--- src/rtl/sssw_pkg.sv ---
`timescale 1ns / 1ps
// ----------------------------------------------------------------------------
// sssw_pkg
// Types, command codes and sequence tables for the two-wire
// seven-segment display writer.
// ----------------------------------------------------------------------------
package sssw_pkg;

  localparam int unsigned DIGIT_COUNT_DEF = 4;
  localparam int unsigned BITS_PER_BYTE   = 8;

  localparam logic [7:0] CTRL_BASE = 8'h88;
  localparam logic [7:0] CMD_AUTO  = 8'h40;
  localparam logic [7:0] CMD_FIXED = 8'h44;
  localparam logic [7:0] CMD_ADDR  = 8'hC0;

  localparam logic [2:0] BRIGHT_RESET = 3'd4;

  typedef enum logic [1:0] {
    FUNC_TICK = 2'd0,
    FUNC_ONE  = 2'd1,
    FUNC_ALL  = 2'd2,
    FUNC_INIT = 2'd3
  } func_t;

  typedef enum logic [1:0] {
    EL_START = 2'd0,
    EL_BYTE  = 2'd1,
    EL_STOP  = 2'd2,
    EL_END   = 2'd3
  } elem_kind_t;

  typedef struct packed {
    elem_kind_t kind;
    logic [7:0] value;
  } elem_t;

  typedef logic [3:0][3:0] digit_vec_t;

  typedef struct packed {
    func_t      func;
    logic [2:0] column;
    logic [3:0] digit0;
    logic [3:0] digit1;
    logic [3:0] digit2;
    logic [3:0] digit3;
  } in_item_t;

  typedef struct packed {
    logic clk_pin;
    logic dio_pin;
    logic dio_drive;
    logic busy_res;
    logic rejected;
  } out_item_t;

  // bit 0 = segment a ... bit 6 = segment g
  localparam logic [6:0] SEG_TABLE [16] = '{
    7'h3F, 7'h06, 7'h5B, 7'h4F, 7'h66, 7'h6D, 7'h7D, 7'h07,
    7'h7F, 7'h6F, 7'h77, 7'h7C, 7'h39, 7'h5E, 7'h79, 7'h71
  };

  function automatic logic [7:0] seg(input logic [3:0] d);
    return {1'b0, SEG_TABLE[d]};
  endfunction

  // Element of the frame sequence at step s for the latched command.
  function automatic elem_t element_at(input func_t f, input logic [3:0] s,
                                       input logic [2:0] col, input digit_vec_t dg,
                                       input logic [2:0] br, input int unsigned n);
    elem_t      e;
    logic [3:0] t;
    logic [3:0] k;
    e.kind  = EL_END;
    e.value = '0;
    t       = s;
    k       = '0;
    case (f)
      FUNC_ONE: begin
        case (s)
          4'd0: e.kind = EL_START;
          4'd1: begin
            e.kind  = EL_BYTE;
            e.value = CMD_FIXED;
          end
          4'd2: e.kind = EL_STOP;
          4'd3: e.kind = EL_START;
          4'd4: begin
            e.kind  = EL_BYTE;
            e.value = CMD_ADDR | {5'b0, col};
          end
          4'd5: begin
            e.kind  = EL_BYTE;
            e.value = seg(dg[0]);
          end
          4'd6: e.kind = EL_STOP;
          default: e.kind = EL_END;
        endcase
      end
      FUNC_ALL, FUNC_INIT: begin
        if (f == FUNC_INIT && s < 4'd3) begin
          // display control frame ahead of the zero digits
          if (s == 4'd1) begin
            e.kind  = EL_BYTE;
            e.value = CTRL_BASE + {5'b0, br};
          end else if (s == 4'd0) begin
            e.kind = EL_START;
          end else begin
            e.kind = EL_STOP;
          end
        end else begin
          if (f == FUNC_INIT) begin
            t = s - 4'd3;
          end
          k = t - 4'd5;
          if (t == 4'd0 || t == 4'd3) begin
            e.kind = EL_START;
          end else if (t == 4'd1) begin
            e.kind  = EL_BYTE;
            e.value = CMD_AUTO;
          end else if (t == 4'd2) begin
            e.kind = EL_STOP;
          end else if (t == 4'd4) begin
            e.kind  = EL_BYTE;
            e.value = CMD_ADDR;
          end else if (32'(t) < 32'd5 + n) begin
            e.kind  = EL_BYTE;
            e.value = (k < 4'd4) ? seg(dg[k[1:0]]) : seg(4'd0);
          end else if (32'(t) == 32'd5 + n) begin
            e.kind = EL_STOP;
          end else begin
            e.kind = EL_END;
          end
        end
      end
      default: e.kind = EL_END;
    endcase
    return e;
  endfunction

endpackage

--- src/rtl/seven_segment_serial_writer_unit.sv ---
`timescale 1ns / 1ps
// ----------------------------------------------------------------------------
// seven_segment_serial_writer_unit
// Two-wire write master for a seven-segment display driver.
// ----------------------------------------------------------------------------
// Usage:
//   in_* channel (valid/stall): one beat is a command (write one digit,
//   write all digits, initialise) or a tick. A command latches its
//   operands and starts a frame sequence; each later tick plays one pin
//   phase. A command that arrives while busy is dropped and flagged.
//   out_* channel (valid/stall): exactly one result beat per input beat,
//   carrying the pin levels after that beat, busy and rejected flags.
//   cfg_* channel (valid/ready): brightness, sampled when initialise is
//   accepted. ready is always high.
// Timing: each result is registered directly from its input beat. The
//   whole step is one pass of logic from state to the result register,
//   so one beat per cycle is sustained while out_stall is low. in_stall
//   is high only while a result waits and the receiver stalls it.
// Reset: idle, clock low, data low and driven, brightness 4.
// ----------------------------------------------------------------------------
module seven_segment_serial_writer_unit
  import sssw_pkg::*;
#(
  parameter int unsigned DIGIT_COUNT = DIGIT_COUNT_DEF
) (
  input  logic       clk,
  input  logic       rst,
  input  logic       in_valid,
  output logic       in_stall,
  input  in_item_t   in_data,
  output logic       out_valid,
  input  logic       out_stall,
  output out_item_t  out_data,
  input  logic       cfg_valid,
  output logic       cfg_ready,
  input  logic [2:0] cfg_data
);

  logic       in_accept;
  logic [2:0] brightness;

  logic [1:0] phase, phase_next;
  logic [7:0] shift_byte, shift_byte_next;
  logic [3:0] bit_count, bit_count_next;
  logic [3:0] sequence_step, sequence_step_next;
  logic       active, active_next;
  digit_vec_t latched_digits, latched_digits_next;
  logic [2:0] latched_column, latched_column_next;
  func_t      latched_func, latched_func_next;
  logic [2:0] latched_bright, latched_bright_next;
  logic       clk_lvl, clk_lvl_next;
  logic       dio_lvl, dio_lvl_next;
  logic       drive_lvl, drive_lvl_next;

  logic       rej;
  logic       done;
  logic       is_start;
  elem_t      cur_el;
  elem_t      nxt_el;
  out_item_t  result;

  assign in_stall  = out_valid && out_stall;
  assign in_accept = in_valid && !in_stall;
  assign cfg_ready = 1'b1;

  always_ff @(posedge clk) begin
    if (rst) begin
      brightness <= BRIGHT_RESET;
    end else if (cfg_valid && cfg_ready) begin
      brightness <= cfg_data;
    end
  end

  always_comb begin
    phase_next          = phase;
    shift_byte_next     = shift_byte;
    bit_count_next      = bit_count;
    sequence_step_next  = sequence_step;
    active_next         = active;
    latched_digits_next = latched_digits;
    latched_column_next = latched_column;
    latched_func_next   = latched_func;
    latched_bright_next = latched_bright;
    clk_lvl_next        = clk_lvl;
    dio_lvl_next        = dio_lvl;
    drive_lvl_next      = drive_lvl;
    rej                 = 1'b0;
    done                = 1'b0;
    is_start            = 1'b0;

    cur_el = element_at(latched_func, sequence_step, latched_column, latched_digits,
                        latched_bright, DIGIT_COUNT);
    nxt_el = element_at(latched_func, sequence_step + 4'd1, latched_column,
                        latched_digits, latched_bright, DIGIT_COUNT);

    if (in_data.func != FUNC_TICK) begin
      if (active) begin
        rej = 1'b1;
      end else begin
        latched_func_next   = in_data.func;
        latched_column_next = in_data.column;
        if (in_data.func == FUNC_INIT) begin
          latched_digits_next = '0;
        end else begin
          latched_digits_next = {in_data.digit3, in_data.digit2,
                                 in_data.digit1, in_data.digit0};
        end
        latched_bright_next = brightness;
        sequence_step_next  = '0;
        phase_next          = '0;
        bit_count_next      = '0;
        active_next         = 1'b1;
      end
    end else if (active) begin
      case (cur_el.kind)
        EL_START, EL_STOP: begin
          is_start = (cur_el.kind == EL_START);
          case (phase)
            2'd0: clk_lvl_next = is_start;
            2'd1: dio_lvl_next = is_start;
            2'd2: begin
              if (is_start) begin
                dio_lvl_next = 1'b0;
              end else begin
                clk_lvl_next = 1'b1;
              end
            end
            default: begin
              if (is_start) begin
                clk_lvl_next = 1'b0;
              end else begin
                dio_lvl_next = 1'b1;
              end
              done = 1'b1;
            end
          endcase
          phase_next = phase + 2'd1;
        end
        EL_BYTE: begin
          if (32'(bit_count) < BITS_PER_BYTE) begin
            if (phase == 2'd0) begin
              if (bit_count == 4'd0) begin
                shift_byte_next = cur_el.value;
              end
              clk_lvl_next = 1'b0;
              phase_next   = 2'd1;
            end else if (phase == 2'd1) begin
              dio_lvl_next    = shift_byte[0];
              shift_byte_next = shift_byte >> 1;
              phase_next      = 2'd2;
            end else begin
              clk_lvl_next   = 1'b1;
              phase_next     = 2'd0;
              bit_count_next = bit_count + 4'd1;
            end
          end else begin
            // acknowledge clock, data released, never sampled
            case (phase)
              2'd0: clk_lvl_next = 1'b0;
              2'd1: drive_lvl_next = 1'b0;
              2'd2: clk_lvl_next = 1'b1;
              default: begin
                drive_lvl_next = 1'b1;
                done           = 1'b1;
              end
            endcase
            phase_next = phase + 2'd1;
          end
        end
        default: begin
          active_next    = 1'b0;
          phase_next     = '0;
          bit_count_next = '0;
        end
      endcase

      if (done) begin
        phase_next         = '0;
        bit_count_next     = '0;
        sequence_step_next = sequence_step + 4'd1;
        if (nxt_el.kind == EL_END) begin
          active_next = 1'b0;
        end
      end
    end

    result.clk_pin   = clk_lvl_next;
    result.dio_pin   = drive_lvl_next && dio_lvl_next;
    result.dio_drive = drive_lvl_next;
    result.busy_res  = active_next;
    result.rejected  = rej;
  end

  always_ff @(posedge clk) begin
    if (rst) begin
      phase          <= '0;
      shift_byte     <= '0;
      bit_count      <= '0;
      sequence_step  <= '0;
      active         <= 1'b0;
      latched_digits <= '0;
      latched_column <= '0;
      latched_func   <= FUNC_TICK;
      latched_bright <= '0;
      clk_lvl        <= 1'b0;
      dio_lvl        <= 1'b0;
      drive_lvl      <= 1'b1;
    end else if (in_accept) begin
      phase          <= phase_next;
      shift_byte     <= shift_byte_next;
      bit_count      <= bit_count_next;
      sequence_step  <= sequence_step_next;
      active         <= active_next;
      latched_digits <= latched_digits_next;
      latched_column <= latched_column_next;
      latched_func   <= latched_func_next;
      latched_bright <= latched_bright_next;
      clk_lvl        <= clk_lvl_next;
      dio_lvl        <= dio_lvl_next;
      drive_lvl      <= drive_lvl_next;
    end
  end

  always_ff @(posedge clk) begin
    if (rst) begin
      out_valid <= 1'b0;
    end else begin
      out_valid <= in_accept || (out_valid && out_stall);
    end
  end

  always_ff @(posedge clk) begin
    if (in_accept) begin
      out_data <= result;
    end
  end

`ifndef SYNTH
  // a dropped command never ends the running sequence
  assert property (@(posedge clk) disable iff (rst)
    out_valid && out_data.rejected |-> out_data.busy_res)
    else $error("rejected beat reported while idle");

  // idle leaves the frame counters cleared
  assert property (@(posedge clk) disable iff (rst)
    !active |-> (phase == 2'd0 && bit_count == 4'd0))
    else $error("frame counters not cleared while idle");

  assert property (@(posedge clk) disable iff (rst)
    bit_count <= 4'd8)
    else $error("bit count ran past one byte");

  // a command taken while idle starts a sequence
  assert property (@(posedge clk) disable iff (rst)
    in_accept && in_data.func != FUNC_TICK && !active |=> active)
    else $error("accepted command did not start a sequence");
`endif

endmodule
--- config.mk ---
export PLATFORM = sky130hd
export DESIGN_NAME = seven_segment_serial_writer_unit
export DESIGN_NICKNAME = d
export VERILOG_FILES = /design/src/rtl/sssw_pkg.sv /design/src/rtl/seven_segment_serial_writer_unit.sv
export SDC_FILE = /design/constraint.sdc
export NUM_CORES = 1
export LEC_CHECK = 0
export BUFFER_PORTS_ARGS = -buffer_cell sky130_fd_sc_hd__buf_2
export CORE_MARGIN = 2
export CORE_UTILIZATION = 24
export CTS_BUF_LIST = sky130_fd_sc_hd__clkbuf_4
export CTS_CLUSTER_SIZE = 40
export DETAILED_ROUTE_END_ITERATION = 7
export GPL_ROUTABILITY_DRIVEN = 0
export REMOVE_ABC_BUFFERS = 1
export SETUP_SLACK_MARGIN = 0.02
export SYNTH_ARGS = -nofsm -noshare
export SYNTH_HDL_FRONTEND = slang
export SYNTH_SLANG_ARGS = --single-unit
--- constraint.sdc ---
create_clock -name clk -period 4.5 [get_ports clk]
set_clock_uncertainty 0.15 [all_clocks]
set_input_delay 0.45 -clock clk [delete_from_list [all_inputs] [get_ports clk]]
set_output_delay 0.45 -clock clk [all_outputs]
set_load 0.005 [all_outputs]
==> impl_metrics.ini <==
[setup_path]
crit_buf_inv = 1
crit_fanout = 13
worstPathArrival_ps = 4290
cp-end-kind = register
cp.required_ps = 4690
path_delay_family = adder cells
crit_path_max_incr_delay_ps = 640
start_kind = register
cpMaxStageDelayCell = dfxtp_1
path_cells = inv_1 -> ha_1 -> nand2_1 -> a21boi_0 -> ha_2 -> mux4_2 -> ha_1 -> and4b_1 -> nor4b_1 -> a21oi_1 -> o32ai_2
cpMostUsedCell = ha_1
critPathKind = reg2reg

[synth]
ys.flop_type = dfxtp_1
synth_cells = 544
syn_area_sq_mm = 0.004436
yosysSeqAreaShare_pct = 25.95
synth_edf_count = 5
synth-seq-cells = 55
ys_async_sr_fraction_pct = 0
yosysWarnings = 0
avgSynthCellArea_sq_um = 8.154
synth.distinct_cells = 80

[min_path]
min_path_type = in2reg

[routing]
routed_via_density = 5.164
ant_nets = 0
drtPass1Iterations = 5
routed_wl_mm = 11.95
met3_length_um = 589
wl_met2_mm = 5.287
top_layer_used = met4
wire_per_inst_um = 15.19
wl_met1_mm = 5.962
vias = 4064
first_iter_violations = 282
remaining_drc_errors = 0

[clock_network]
cts.sinks = 55
insertion_delay_ps = 440
htree_levels = 2
clk_pin_slew_ps = 200
root_buffer = clkbuf_4
cts_setup_buffers = 0
tritoncts = built
numCtsBuffers = 5
clock_path_buffers = 2

[final_layout]
fillers = 2002
final_cell_mix = nand2_1, dfxtp_1, a21oi_1, inv_1, buf_2
area_growth_pct = 9.196
finish.net_count = 616
drive_gt1_share_pct = 14.72
seqCellArea_sq_mm = 0.001151
final_common_cell = nand2_1
multiInputGateArea_sq_mm = 0.002953

[floorplan]
initial_core_util_pct = 24.61
die-area_sq_mm = 0.01958
row_count = 49
die_y_um = 139.9
ios = 37
die_x_um = 139.9
coreArea_sq_mm = 0.01802

[timing]
setup_viol = 0
relSlewSlack_pct = 29.46
post-route-min-period_ps = 4101
fmax_mhz = 243.9
grt_setup_unrepaired = false
finalCritPeriodShare_pct = 91.12
timing.hold.ws_ps = 92.46
drv_slew = 0
final.setup.tns_ps = 0
hold_viol = 0
tightest_slew_ps = 1055

[global_routing]
antenna_found_initial = 1
grt_pass1_vias = 3912
overflow = 0
grt_pass1_wl_mm = 19.97
grt_max_degree = 28
groute.usage.overall_pct = 12.37

[power_and_ir_drop]
vdd_drop_max_mv = 0.1295
power.total_w = 0.001012
power.leakage_nw = 1.755
p_per_area_mw_per_mm2 = 209.0

[run]
cap_viol_max_count = 0

[placement]
numPortBuffers = 35
dp_hpwl_mm = 8.847

[run_status]
status = completed
==> flip-flops by register name (all words and copies together), names as in the netlist, 2 cells and up <==
register        cells
bit_count           4
brightness          3
latched_bright      3
latched_column      3
latched_digits     16
latched_func        2
out_data            5
phase               2
sequence_step       4
shift_byte          8
==> metal layers <==
layer / up-vias / track usage (%)
met1: 1914 / 17.66
li1: 2034 / -
met4: 0 / 3.263
met5: - / 0
met3: 10 / 2.051
met2: 106 / 19.38
==> worst paths after layout <==
check | start | to | slack (ps) | cells past startpoint
max | sequence_step[0] | shift_byte[0] | 400 | 11
max reg2reg | sequence_step[0] | shift_byte[0] | 400 | 11
min | cfg_data[2] | brightness[2] | 90 | 3
min reg2reg | latched_digits[12] | latched_digits[12] | 310 | 2
==> cells in the mapped netlist (4+ instances only) <==
cell type  instances  area (sq um)
nand3b_1           5         37.54
dfxtp_1           50          1001
a21oi_1           43         215.2
ha_1              31         387.9
mux4_2             7         157.7
a211oi_1           7         52.55
a31oi_1            9         56.30
xnor2_1            4         35.03
a22o_1             4         35.03
edfxtp_1           5         150.1
nand2b_1           6         37.54
nor2b_1            5         31.28
o2111ai_1          5         43.79
inv_1             39         146.4
buf_6              5         56.30
nor3_1            17         85.08
mux2i_1           16         160.2
o32ai_2            4         65.06
and3_1             8         50.05
nand2_1           62         232.7
a221oi_1           4         35.03
nand3_1           26         130.1
o21ai_0           22         110.1
o32ai_1            5         43.79
nand4_1            4         25.02
o211ai_1           4         30.03
buf_2              7         35.03
nor2_1            27         101.4
clkbuf_1          20         75.07
or3_1             10         62.56
==> through the flow <==
stage | util (%) | setup WS (ps) | cells | cell area [sq um]
CTS | 26.84 | 298.3 | 786 | 4838
global placement | 26.40 | 496.6 | 778 | 4758
floorplan | - | 563.5 | 508 | 4247
finish | 26.87 | 399.4 | 787 | 4843
global route | 26.87 | 65.28 | 787 | 4843
detailed placement | 26.40 | 398.3 | 778 | 4758
==> layout make-up <==
type | count | area share [%]
Sequential cell | 55 | 23.77
Timing Repair Buffer | 41 | 4.547
Multi-Input combinational cell | 413 | 60.97
Clock buffer | 5 | 0.7750
Clock inverter | 3 | 0.8783
Antenna cell | 1 | 0.05167
Inverter | 40 | 3.100
Tap cell | 229 | 5.916
==> kinds of logic after synthesis <==
group           count (synthesis)  share of synthesized area [%]
other cells                     1                        0.08455
flops                          55                          25.95
xor+xnor                        6                          1.185
buf+inv                        76                          7.644
fa+ha+maj                      31                          8.745
mux                            24                          7.419
simple gates                  189                          21.66
compound gates                162                          27.31
==> timing repair <==
| item | 4_1_cts | 5_1_grt |
|---|---|---|
| hold buffers | 0 | 0 |
| setup endpoints to repair | 0 | 3 |
| resized for setup | 0 | 1 |
| endpoints found under the hold margin | 0 | 0 |
==> where the power goes <==
part	internal [W]	leakage (nW)	total (W)	switching, W
logic	0.0000700	1.26	0.000183	0.000113
clock network	0.000118	0.0432	0.000300	0.000183
registers	0.000512	0.452	0.000529	0.0000171
==> worst min-delay path: stages <==
cell	delay (ps)
buf_2	70
mux2i_1	60
nand2_1	60
Note: power is estimated with default switching activity, not from simulation.
